**src/two_level_fifo_cache_lookup_macros.svh**
```systemverilog
// ----------------------------------------------------------------------------
// two_level_fifo_cache_lookup_macros
// Assertion macros shared by the cache lookup modules.
// ----------------------------------------------------------------------------
`ifndef TWO_LEVEL_FIFO_CACHE_LOOKUP_MACROS_SVH
`define TWO_LEVEL_FIFO_CACHE_LOOKUP_MACROS_SVH

// clocked check, off while reset is asserted
`define TFLC_ASSERT(lbl, prop) \
    lbl: assert property (@(posedge clk) disable iff (!rst_n) prop) \
        else $error("tflc check failed");

// same, with a caller message
`define TFLC_ASSERT_MSG(lbl, prop, msg) \
    lbl: assert property (@(posedge clk) disable iff (!rst_n) prop) \
        else $error(msg);

`endif

```
**src/tflc_pkg.sv**
```systemverilog
// ----------------------------------------------------------------------------
// tflc_pkg
// Shared types and constants of the two-level FIFO cache lookup.
// ----------------------------------------------------------------------------
`timescale 1ns / 1ps

package tflc_pkg;

    localparam int L1_MAX_SETS_DEF = 64;
    localparam int L1_MAX_WAYS_DEF = 8;
    localparam int L2_MAX_SETS_DEF = 512;
    localparam int L2_MAX_WAYS_DEF = 16;
    localparam int ADDR_BITS_DEF   = 32;

    localparam int ADDR_W     = 32;
    localparam int FRAME_W    = 20;
    localparam int PSHIFT_W   = 5;
    localparam int PAGE_W     = 52;   // (frame + 1) << 31 fits
    localparam int BA_W       = 54;   // tag, set and block offset rebuilt
    localparam int TAG_W      = 32;
    localparam int STAMP_W    = 32;
    localparam int CNT_W      = 32;
    localparam int LAT_W      = 7;
    localparam int SERVED_W   = 2;
    localparam int BSHIFT_W   = 4;
    localparam int L1_SS_W    = 3;
    localparam int L1_WAYS_W  = 4;
    localparam int L2_SS_W    = 4;
    localparam int L2_WAYS_W  = 5;
    localparam int CFG_IDX_W  = 3;
    localparam int CFG_DATA_W = 5;
    localparam int IN_DATA_W  = 64;
    localparam int OUT_DATA_W = 144;
    localparam int QDEPTH     = 2;

    localparam int LAT_L1  = 1;
    localparam int LAT_L2  = 10;
    localparam int LAT_MEM = 100;

    localparam logic [CFG_IDX_W-1:0] REG_LEVEL_ENABLE   = 3'd0;
    localparam logic [CFG_IDX_W-1:0] REG_L1_BLOCK_SHIFT = 3'd1;
    localparam logic [CFG_IDX_W-1:0] REG_L1_SET_SHIFT   = 3'd2;
    localparam logic [CFG_IDX_W-1:0] REG_L1_WAYS        = 3'd3;
    localparam logic [CFG_IDX_W-1:0] REG_L2_BLOCK_SHIFT = 3'd4;
    localparam logic [CFG_IDX_W-1:0] REG_L2_SET_SHIFT   = 3'd5;
    localparam logic [CFG_IDX_W-1:0] REG_L2_WAYS        = 3'd6;

    typedef enum logic [SERVED_W-1:0] {
        SRV_L1  = 2'd0,
        SRV_L2  = 2'd1,
        SRV_MEM = 2'd2,
        SRV_INV = 2'd3
    } served_t;

    typedef enum logic {
        OP_ACCESS = 1'b0,
        OP_INVAL  = 1'b1
    } lvl_op_t;

    typedef struct packed {
        logic    start;
        lvl_op_t op;
    } lvl_cmd_t;

    typedef struct packed {
        logic idle;
        logic hit;
    } lvl_stat_t;

    typedef struct packed {
        logic              inval;
        logic [ADDR_W-1:0] addr;
        logic [PAGE_W-1:0] lo;
        logic [PAGE_W-1:0] hi;
    } qent_t;

    typedef struct packed {
        logic [1:0]           level_enable;
        logic [BSHIFT_W-1:0]  l1_bshift;
        logic [L1_SS_W-1:0]   l1_sshift;
        logic [L1_WAYS_W-1:0] l1_ways;
        logic [BSHIFT_W-1:0]  l2_bshift;
        logic [L2_SS_W-1:0]   l2_sshift;
        logic [L2_WAYS_W-1:0] l2_ways;
    } cfg_t;

endpackage

```
**src/tflc_front.sv**
```systemverilog
// ----------------------------------------------------------------------------
// tflc_front
// Accepts items, decodes access address or page bounds, queues them.
// ----------------------------------------------------------------------------
`timescale 1ns / 1ps

module tflc_front #(
    parameter int ADDR_BITS = tflc_pkg::ADDR_BITS_DEF
) (
    input  logic                           clk,
    input  logic                           rst_n,
    input  logic                           s_axis_tvalid,
    output logic                           s_axis_tready,
    input  logic [tflc_pkg::IN_DATA_W-1:0] s_axis_tdata,
    input  logic [0:0]                     s_axis_tuser,
    output logic                           q_valid,
    input  logic                           q_ready,
    output tflc_pkg::qent_t                q_ent
);
    import tflc_pkg::*;

    localparam int QPTR_W = (QDEPTH > 1) ? $clog2(QDEPTH) : 1;
    localparam logic [ADDR_W-1:0] ADDR_MASK = (ADDR_BITS >= ADDR_W) ? {ADDR_W{1'b1}}
        : ADDR_W'((64'd1 << ADDR_BITS) - 64'd1);

    qent_t             ent_reg [QDEPTH];
    logic [QPTR_W-1:0] wp_reg, rp_reg;
    logic [QPTR_W:0]   cnt_reg;
    qent_t             dec;
    logic              push, pop;
    logic [PAGE_W-1:0] frame_x;
    logic [PSHIFT_W-1:0] ps;

    always_comb
    begin
        frame_x   = PAGE_W'(s_axis_tdata[ADDR_W +: FRAME_W]);
        ps        = s_axis_tdata[ADDR_W + FRAME_W +: PSHIFT_W];
        dec.inval = s_axis_tuser[0];
        dec.addr  = s_axis_tdata[ADDR_W-1:0] & ADDR_MASK;
        dec.lo    = frame_x << ps;
        dec.hi    = (frame_x + PAGE_W'(1)) << ps;
    end

    assign s_axis_tready = (cnt_reg < (QPTR_W+1)'(QDEPTH));
    assign q_valid       = (cnt_reg != '0);
    assign q_ent         = ent_reg[rp_reg];
    assign push          = s_axis_tvalid && s_axis_tready;
    assign pop           = q_valid && q_ready;

    always_ff @(posedge clk or negedge rst_n)
    begin
        if (!rst_n)
        begin
            wp_reg  <= '0;
            rp_reg  <= '0;
            cnt_reg <= '0;
        end
        else
        begin
            if (push)
                wp_reg <= (wp_reg == QPTR_W'(QDEPTH-1)) ? '0 : wp_reg + 1'b1;
            if (pop)
                rp_reg <= (rp_reg == QPTR_W'(QDEPTH-1)) ? '0 : rp_reg + 1'b1;
            cnt_reg <= cnt_reg + (QPTR_W+1)'(push) - (QPTR_W+1)'(pop);
        end
    end

    always_ff @(posedge clk)
    begin
        if (push)
            ent_reg[wp_reg] <= dec;
    end

endmodule

```
**config.mk**
```make
export PLATFORM = sky130hd
export DESIGN_NAME = tflc_front
export DESIGN_NICKNAME = d
export VERILOG_FILES = /design/src/two_level_fifo_cache_lookup_macros.svh /design/src/tflc_pkg.sv /design/src/tflc_front.sv
export SDC_FILE = /design/constraint.sdc
export NUM_CORES = 1
export LEC_CHECK = 0
export BUFFER_PORTS_ARGS = -buffer_cell sky130_fd_sc_hd__buf_2
export CORE_MARGIN = 1
export CORE_UTILIZATION = 25
export DETAILED_ROUTE_END_ITERATION = 8
export SETUP_SLACK_MARGIN = 0.3
export SLEW_MARGIN = 20
export SYNTH_ARGS = -nofsm -noshare
export SYNTH_HDL_FRONTEND = slang
export SYNTH_SLANG_ARGS = --single-unit
```
**constraint.sdc**
```tcl
create_clock -name clk -period 15.25 [get_ports clk]
set_input_delay 3.05 -clock clk [delete_from_list [all_inputs] [get_ports clk]]
set_output_delay 3.05 -clock clk [all_outputs]
set_load 0.02 [all_outputs]
```
* Yosys cells after proc, flatten, opt, wreduce, memory -nomap -nowiden
Memory sizes are Yosys's and may differ from the RTL's. Index checks and enable logic that the tools add are counted.
Storage, ports and cells: output and inout port bits 139, register bits after elaboration 4, input port bits 69, memories kept 1, memory bits (read-only) 0, word-level logic and storage cells 19, bits in writable memories 274, bits in latches 0
Memory list:
- ent_reg | words 2, bits a word 137, read ports 1, clocked after Yosys merged registers in 0, wr ports 1, RTL line tflc_front.sv:26 | qent_t ent_reg [QDEPTH];
Operators by class: bitwise logic cells 0, $lt $le $gt $ge 1, $mul 0, equality and inequality tests 0, shift operators 2, reductions and logical operators 3, mux-type cells 4, add/subtract/negate cells 5, div/mod/pow operators 0
Operators with widths (number):
- $shl 20x5->52 | 1
- $shl 21x5->52 | 1
- $add 20x1->21 const B | 1
- $mux 1 | 4
- $add 1x1->1 const B | 2
- $add 2x1->2 | 1
- $logic_and 1x1->1 | 2
- $lt 2x2->1 const B | 1
- $reduce_bool 2->1 | 1
- $sub 2x1->2 | 1

* Logic depth before layout (Yosys ltp)
Gate-level depths: netlist of run 1.
word-level depth 4, mapped depth 10, gate-level depth less buffers 8

* Worst setup path before layout of run 1
No wires, ideal clock.
path kind input to register, start point input s_axis_tvalid, end point memory ent_reg[0][0] in the netlist's numbering, enable pin, cell stages on the path 2, data arrival time 8.798 ns, setup time 0.633 ns, slack 5.819 ns, data required time 14.617 ns, buffers on the path 0, cells stage by stage nand2_1 -> nor2_1
On the way: longest elaborated chain between the ends 3
RTL lines:
- from (decl) | RTL line tflc_front.sv:12 | input logic s_axis_tvalid,
- $logic_and 1x1->1 | RTL line tflc_front.sv:47 | assign push = s_axis_tvalid && s_axis_tready;
- $mux 1 | RTL line tflc_front.sv:70 | if (push)
- $mux 1 (not written as such) | RTL line tflc_front.sv:71 | ent_reg[wp_reg] <= dec;
- to (decl) | RTL line tflc_front.sv:26
Every way passes these cells.

==> summary.md, run 1 <==
| Metric | Value |
|---|---|
| Max H-tree Level | `1` |
| Reg2Reg Capture Point | `ent_reg[1][32]$_DFFE_PP_` |
| Hold Path End | `cnt_reg[1]$_DFF_PN0_` |
| R2R depth | `3` |
| Post-route insts no fill | `about 1900` |
| Count of placed standard cells including taps | `1834` |
| Largest area contributor in the netlist | `edfxtp_1` |
| Layout Nets | `around 1200` |
| Root buf cell | `clkbuf_16` |
| Sequential share of the synthesized area | `roughly three fifths` |
| Initial antenna violation count | `7` |
| Antenna Nets Post-Route | `0` |
| Vias in the first global route | `8957` |
| Max FFs per register | `272` |
| Min-delay src | `cnt_reg[1]$_DFF_PN0_` |
| Top-count cell post-synth | `edfxtp_1` |
| Largest net degree at the start of global routing | `137` |
| Drt wl/cell | `20.4 microns` |
| Flop-to-flop setup slack | `roughly 13 ns` |
| Yosys reg bits | `~280` |
| WP data arrival | `3.15 ns` |
| Clk buf depth | `3` |
| Synthesized area | `13500 sq um` |
| Num CTS Buffers | `28` |
| Global placer's final weighted congestion | `0.892` |
| Post-synth top cells | `272 x edfxtp_1, 150 x mux2_2, 87 x nor2_1` |
| Core area | `~53000 sq um` |
| Initial Util | `25.5%` |
| Clock-pin slew on the worst setup and hold paths | `approximately 0.06 ns` |
| CP peak stage delay | `1.00 ns` |
| Final Worst Setup Slack | `9.05 ns` |
| CP max-delay cell | `dfrtp_4` |
| Initial DRC count | `just under 800` |
| Hold crit path type | `reg2reg` |
| TritonCTS Sinks | `276` |
| RSZ-0062 raised after global routing | `no` |
| Hold Fails Final Rpt | `0` |
| Post-synth top flop | `edfxtp_1` |
| Post-CTS Setup Inserts | `0` |
| Final setup fails | `0` |
| Run status | `finished, final reports clean` |
| Hold path depth | `1` |
| Clock Latency Late Sink | `0.54 ns` |
| Max Slew Vio Count | `0` |
| Gates resized, CTS repair | `0` |
| CTS tree | `done` |
| DRC errors left | `0` |
| Total grt overflow | `0` |
| Synth area leaders | `edfxtp_1 60%, mux2_2 12%, mux2i_1 3.1%, nor2_1 2.4%, nand2_1 1.8%` |
| Worst-path fanout max | `74` |
| I/O pins | `~210` |
| Library cells used by synthesis | `77` |
| Warnings, synthesis | `0` |
| Cts hold-fix bufs | `0` |
| Worst vdd ir | `0.154 mV` |
| Share of cells above drive strength 1 | `35.4%` |
| Avg Inst Size Synth | `13.3 sq um` |
| Slew Limit Headroom | `30.0%` |
| Overall routing resource usage | `13.5%` |
| Tcrit/Tclk final | `40.6%` |
| Number of max-cap violations | `0` |
| Die Y | `235 microns` |
| Layout Area Growth over Synthesis | `18.4%` |
| Pwr Density | `164 nW/um^2` |
| Startpoint Class | `flip-flop` |
| Post-synth ARST share | `roughly 1.4%` |
| Dpl hpwl | `26900 microns` |
| I/O Buffers | `199` |
| Clock Skews | `0.00823 ns` |
| Reg2reg start | `cnt_reg[1]$_DFF_PN0_` |
| Post-synthesis cell count | `~1000` |
| Total negative setup slack | `0 ns` |
| Die X-Extent | `235 microns` |
| Slew @ Worst Pin | `1.05 ns` |
| EDFF count, synth | `approximately 270` |
| Leakage | `around 5.7 nW` |
| CP endpoint kind | `primary output` |
| Drt first pass iters | `5` |
| Syn nets | `1093` |
| Routed WL | `38500 microns` |
| Area fraction of the dominant cell type after synthesis | `around three fifths` |
| Cells along the critical path | `buf_4 > mux2_2 > buf_2` |
| Critical path type | `reg2out` |
| Cell Rows | `84` |
| Fmax | `161 MHz` |
| Pre-CTS WS | `9.09 ns` |
| Tmin final | `6.20 ns` |
| DR vias | `9107` |
| Setup crit start | `rp_reg$_DFFE_PN0P_` |
| First-pass GRT wire length | `roughly 57000 microns` |
| PnR Total Power | `~2.6 mW` |
| Via density | `~4.8` |
| Die Area | `around 55000 sq um` |
| WP data required | `12.20 ns` |
[where the power goes]
part | internal [mW] | switching (mW) | leakage (nW)
Combinational | 0.328 | 0.559 | 2.69
Clock | 0.397 | 0.275 | 0.437
Sequential | 1.01 | 0.0627 | 2.60
[layer usage]
| metal | vias to the layer above | global-route usage, % | part of all wire (%) |
|---|---|---|---|
| met2 | 330 | 21.9 | 47 |
| met3 | 47 | 2.57 | 6.9 |
| li1 | 4230 | - | - |
| met1 | 4492 | 18.3 | 44 |
| met4 | 8 | 3.75 | 2.0 |
| met5 | - | 0 | 0.11 |
[logic make-up (layout without fill, tap and decap cells)]
family | count (synthesis) | count (layout) | synth area share [%]
xor gates and xnor gates | 12 | 12 | 0.776
buffers and inverters | 95 | 271 | 3.02
and+or+nand+nor | 253 | 253 | 9.09
AOI/OAI and AO/OA | 183 | 183 | 9.47
muxes | 196 | 196 | 16.2
DFF | 276 | 276 | 61.1
other | 1 | 5 | 0.0277
adders and majority gates | 4 | 4 | 0.370
[stage by stage]
step | cell area [sq um] | hold slack (ns) | util (%)
6_report | 16000 | 0.497 | 30.2
5_1_grt | 16000 | 0.524 | 30.2
4_1_cts | 16000 | 0.501 | 30.2
3_5_place_dp | 15100 | 0.488 | 28.5
3_3_place_gp | 15100 | 0.479 | 28.5
2_1_floorplan | 13500 | 0.459 | -
[how the worst max path moves through the flow]
| stage | cells past startpoint | to |
|---|---|---|
| after detailed placement | 9 | ent_reg[0][28]$_DFFE_PP_ |
| after global routing | 3 | q_ent[43] |
| final | 3 | q_ent[52] |
| after CTS | 3 | q_ent[52] |
| after global placement | 9 | ent_reg[0][21]$_DFFE_PP_ |
| after floorplan | 2 | ent_reg[0][0]$_DFFE_PP_ |
[worst max-delay path, delay by kind of cell (launching register included)]
family | cells | cell delay (ns)
multiplexers | 1 | 0.46
buffers and inverters | 2 | 1.06
flip-flops | 1 | 1.00
[placed cells by master (no fill, tap or decap), types with 4 or more instances in the layout]
master,instances
a211o_1,5
a211oi_1,9
a21oi_1,29
a22oi_1,8
a31oi_1,4
and2_1,11
and3_1,9
and4_1,5
buf_2,199
buf_4,8
clkbuf_1,8
clkbuf_16,29
clkinv_1,5
clkinv_2,4
diode_2,4
edfxtp_1,272
ha_1,4
inv_1,12
mux2_2,150
mux2i_1,42
nand2_1,64
nand2b_1,4
nand3_1,16
nand4_1,6
nor2_1,86
nor2b_1,6
nor3_1,20
nor4_1,4
o211ai_1,7
o21ai_0,35
o21ai_1,7
o22a_1,8
o22ai_1,23
o31ai_1,4
or2_2,4
or3_1,4
xnor2_1,7
xor2_1,5
[final cells by class]
cell class	instances	area [sq um]
tap	688	861
antenna	4	10.0
clock buffer	37	756
inverter	13	48.8
sequential	276	8270
timing repair buffer	208	1080
fill	5384	37000
multi-input combinational	649	4880
clock inverter	13	138
(Power assumes the default switching activity.)
==> run 2, diff against run 1 <==
Clock period 15.25 ns to 5.61 ns, I/O delays scaled along.
==> run 2 against run 1 <==
  * Wire length is 0.61% higher
  * Hold slack worse by 0.13 ns
  * Clock skew increased by 0.0080 ns
  * Clock-buffer cell count is 5 lower
  * Worst setup slack got worse by 7.2 ns
  * Sequential cell count unchanged
  * Largest cell class unchanged
==> summary.md, run 2 (same netlist as run 1, synthesis figures left out) <==
| Metric | Value |
|---|---|
| Clk buf depth | `3 (unchanged)` |
| CP max-delay cell | `dfrtp_4` |
| Initial Util | `25.5% (unchanged)` |
| RSZ-0062 raised after global routing | `no` |
| Fmax | `264 MHz` |
| Internal power | `4.72 mW (+170%)` |
| CP endpoint kind | `primary output` |
| Root buf cell | `clkbuf_16` |
| Clock power frac | `25.9% (+0.3 points)` |
| Post-CTS Setup Inserts | `0 (unchanged)` |
| Critical path type | `reg2out` |
| Core area | `53100 sq um (unchanged)` |
| Reg2Reg Capture Point | `ent_reg[0][107]$_DFFE_PP_` |
| Largest net degree at the start of global routing | `113 (-18%)` |
| Cell Area, Placed | `15200 sq um (+0.43%)` |
| Combinational Power Share | `34.0% (+0.3 points)` |
| Most frequent cells in the layout | `272 x edfxtp_1, 199 x buf_2, 150 x mux2_2, 86 x nor2_1, 64 x nand2_1` |
| Clock Latency Late Sink | `0.55 ns (about the same)` |
| Number of max-cap violations | `0 (unchanged)` |
| CP Buf/Inv Count | `2 (unchanged)` |
| R2R depth | `4 (+1)` |
| Drt wl/cell | `20.5 microns (+0.19%)` |
| Via density | `4.88 (+1.2%)` |
| Tmin final | `between 3 and 4 ns` |
| Overall routing resource usage | `13.5% (about the same)` |
| Cells along the critical path | `buf_4 > mux2_2 > buf_2` |
| Hold Fails Final Rpt | `0 (unchanged)` |
| Reg2reg start | `cnt_reg[1]$_DFF_PN0_` |
| WP data required | `4.49 ns (-7.71 ns)` |
| Max Slew Vio Count | `0 (unchanged)` |
| Die X-Extent | `235 microns (unchanged)` |
| I/O pins | `208 (unchanged)` |
| Post-route cell area | `16100 sq um (+0.55%)` |
| Slew Limit Headroom | `38.7% (+8.7 points)` |
| Max FFs per register | `272 (unchanged)` |
| Startpoint Class | `flip-flop` |
| Final Worst Setup Slack | `1.83 ns (-7.23 ns)` |
| Crit path max-delay family | `flip-flops` |
| Vias in the first global route | `9025 (+0.76%)` |
| Pwr Density | `448 nW/um^2 (+170%)` |
| Worst-path fanout max | `56 (-24%)` |
| WP depth | `3 (unchanged)` |
| Share of power burned in registers | `40.1% (-0.6 points)` |
| Count of placed standard cells including taps | `1841 (+0.38%)` |
| Antenna Nets Post-Route | `0 (unchanged)` |
| First-pass GRT wire length | `57400 microns (about the same)` |
| CTS tree | `done` |
| Layout Nets | `1256 (+0.56%)` |
| Final setup fails | `0 (unchanged)` |
| Gates resized, CTS repair | `0 (unchanged)` |
| Share of cells above drive strength 1 | `36.0% (+0.65 points)` |
| Tcrit/Tclk final | `67.4%` |
| Clock-pin slew on the worst setup and hold paths | `0.06 ns (about the same)` |
| Slew @ Worst Pin | `0.919 ns (-0.130 ns)` |
| Cell Rows | `84 (unchanged)` |
| Clock Skews | `0.0162 ns (+0.00801 ns)` |
| Pre-CTS WS | `1.52 ns (-7.56 ns)` |
| Dpl hpwl | `27800 microns (+3.0%)` |
| Die Area | `55100 sq um (unchanged)` |
| WP data arrival | `2.66 ns (-0.49 ns)` |
| Global placer's final weighted congestion | `0.912 (+2.2%)` |
| Die Y | `235 microns (unchanged)` |
| Leakage | `5.77 nW (+0.86%)` |
| Layout Area Growth over Synthesis | `19.1%` |
| Total negative setup slack | `0 ns (unchanged)` |
| Setup crit start | `rp_reg$_DFFE_PN0P_` |
| Run status | `finished, final reports clean` |
| Fin Hold WS | `0.364 ns (-0.134 ns)` |
| PnR Total Power | `7.22 mW (+170%)` |
| Total grt overflow | `0 (unchanged)` |
| Cts hold-fix bufs | `0 (unchanged)` |
| I/O Buffers | `199 (unchanged)` |
| Filler cells | `5326 (-1.1%)` |
| Post-route insts no fill | `1896 (+0.42%)` |
| Initial antenna violation count | `7 (unchanged)` |
| DRC errors left | `0 (unchanged)` |
| Drt first pass iters | `6 (+1)` |
| Finished Core Util | `30.4% (+0.16 points)` |
| TritonCTS Sinks | `276 (unchanged)` |
| Psw | `2.50 mW (+180%)` |
| Flop-to-flop setup slack | `3.20 ns (-9.33 ns)` |
| Num CTS Buffers | `28 (unchanged)` |
| Routed WL | `38800 microns (+0.61%)` |
| Hold crit path type | `in2async` |
| Initial DRC count | `877 (+13%)` |
| Commonest non-fill, non-tap cell in the layout | `edfxtp_1` |
| Max H-tree Level | `1 (unchanged)` |
| Worst vdd ir | `0.281 mV (+83%)` |
| Critical Path Sink | `q_ent[41]` |
| DR vias | `9254 (+1.6%)` |
| Switching power share of the total | `34.6% (+0.46 points)` |
| CP peak stage delay | `0.93 ns (-0.07 ns)` |
## run 2: cell count changes in the layout (fill, tap and decap cells not counted), sizes merged
cell | before | now
buf | 208 | 215
clkbuf | 37 | 32
clkinv | 9 | 14
clkinvlp | 0 | 1
diode | 4 | 3
inv | 14 | 15
## run 2: layout make-up
class | count | area [sq um] | share of cell area, %
Sequential cell | 276 | 8270 | 51.3
Multi-Input combinational cell | 649 | 4880 | 30.2
Timing Repair Buffer | 215 | 1140 | 7.08
Tap cell | 688 | 861 | 5.34
Clock buffer | 32 | 737 | 4.57
Clock inverter | 20 | 181 | 1.13
Inverter | 13 | 48.8 | 0.303
Antenna cell | 3 | 7.51 | 0.0466
## run 2: how the worst min path moves through the flow
stage | slack, ns | end | start
2_1_floorplan | 0.46 | cnt_reg[1]$_DFF_PN0_ | cnt_reg[1]$_DFF_PN0_
4_1_cts | 0.34 | cnt_reg[0]$_DFF_PN0_ | rst_n
5_1_grt | 0.35 | cnt_reg[0]$_DFF_PN0_ | rst_n
3_5_place_dp | 0.49 | cnt_reg[1]$_DFF_PN0_ | cnt_reg[1]$_DFF_PN0_
6_report | 0.36 | rp_reg$_DFFE_PN0P_ | rst_n
3_3_place_gp | 0.48 | cnt_reg[1]$_DFF_PN0_ | cnt_reg[1]$_DFF_PN0_
## run 2: power groups by stage
stage	logic (mW)	registers, mW	clock network [mW]
final	2.45	2.89	1.87
after global routing	2.61	2.94	2.00
after CTS	2.52	2.90	1.92
after detailed placement	2.50	2.94	0
after global placement	2.50	2.93	0
after floorplan	1.70	2.88	0
## run 2: metal layers
layer  wire length [microns]  vias up  share of wire (%)  global-route usage, %
met3                    2780       58                7.2                   2.95
met1                   16800     4582                 43                   18.0
met2                   18200      367                 47                   22.1
met5                      39        -               0.10                      0
met4                     882        6                2.3                   3.85
li1                        -     4241                  -                      -
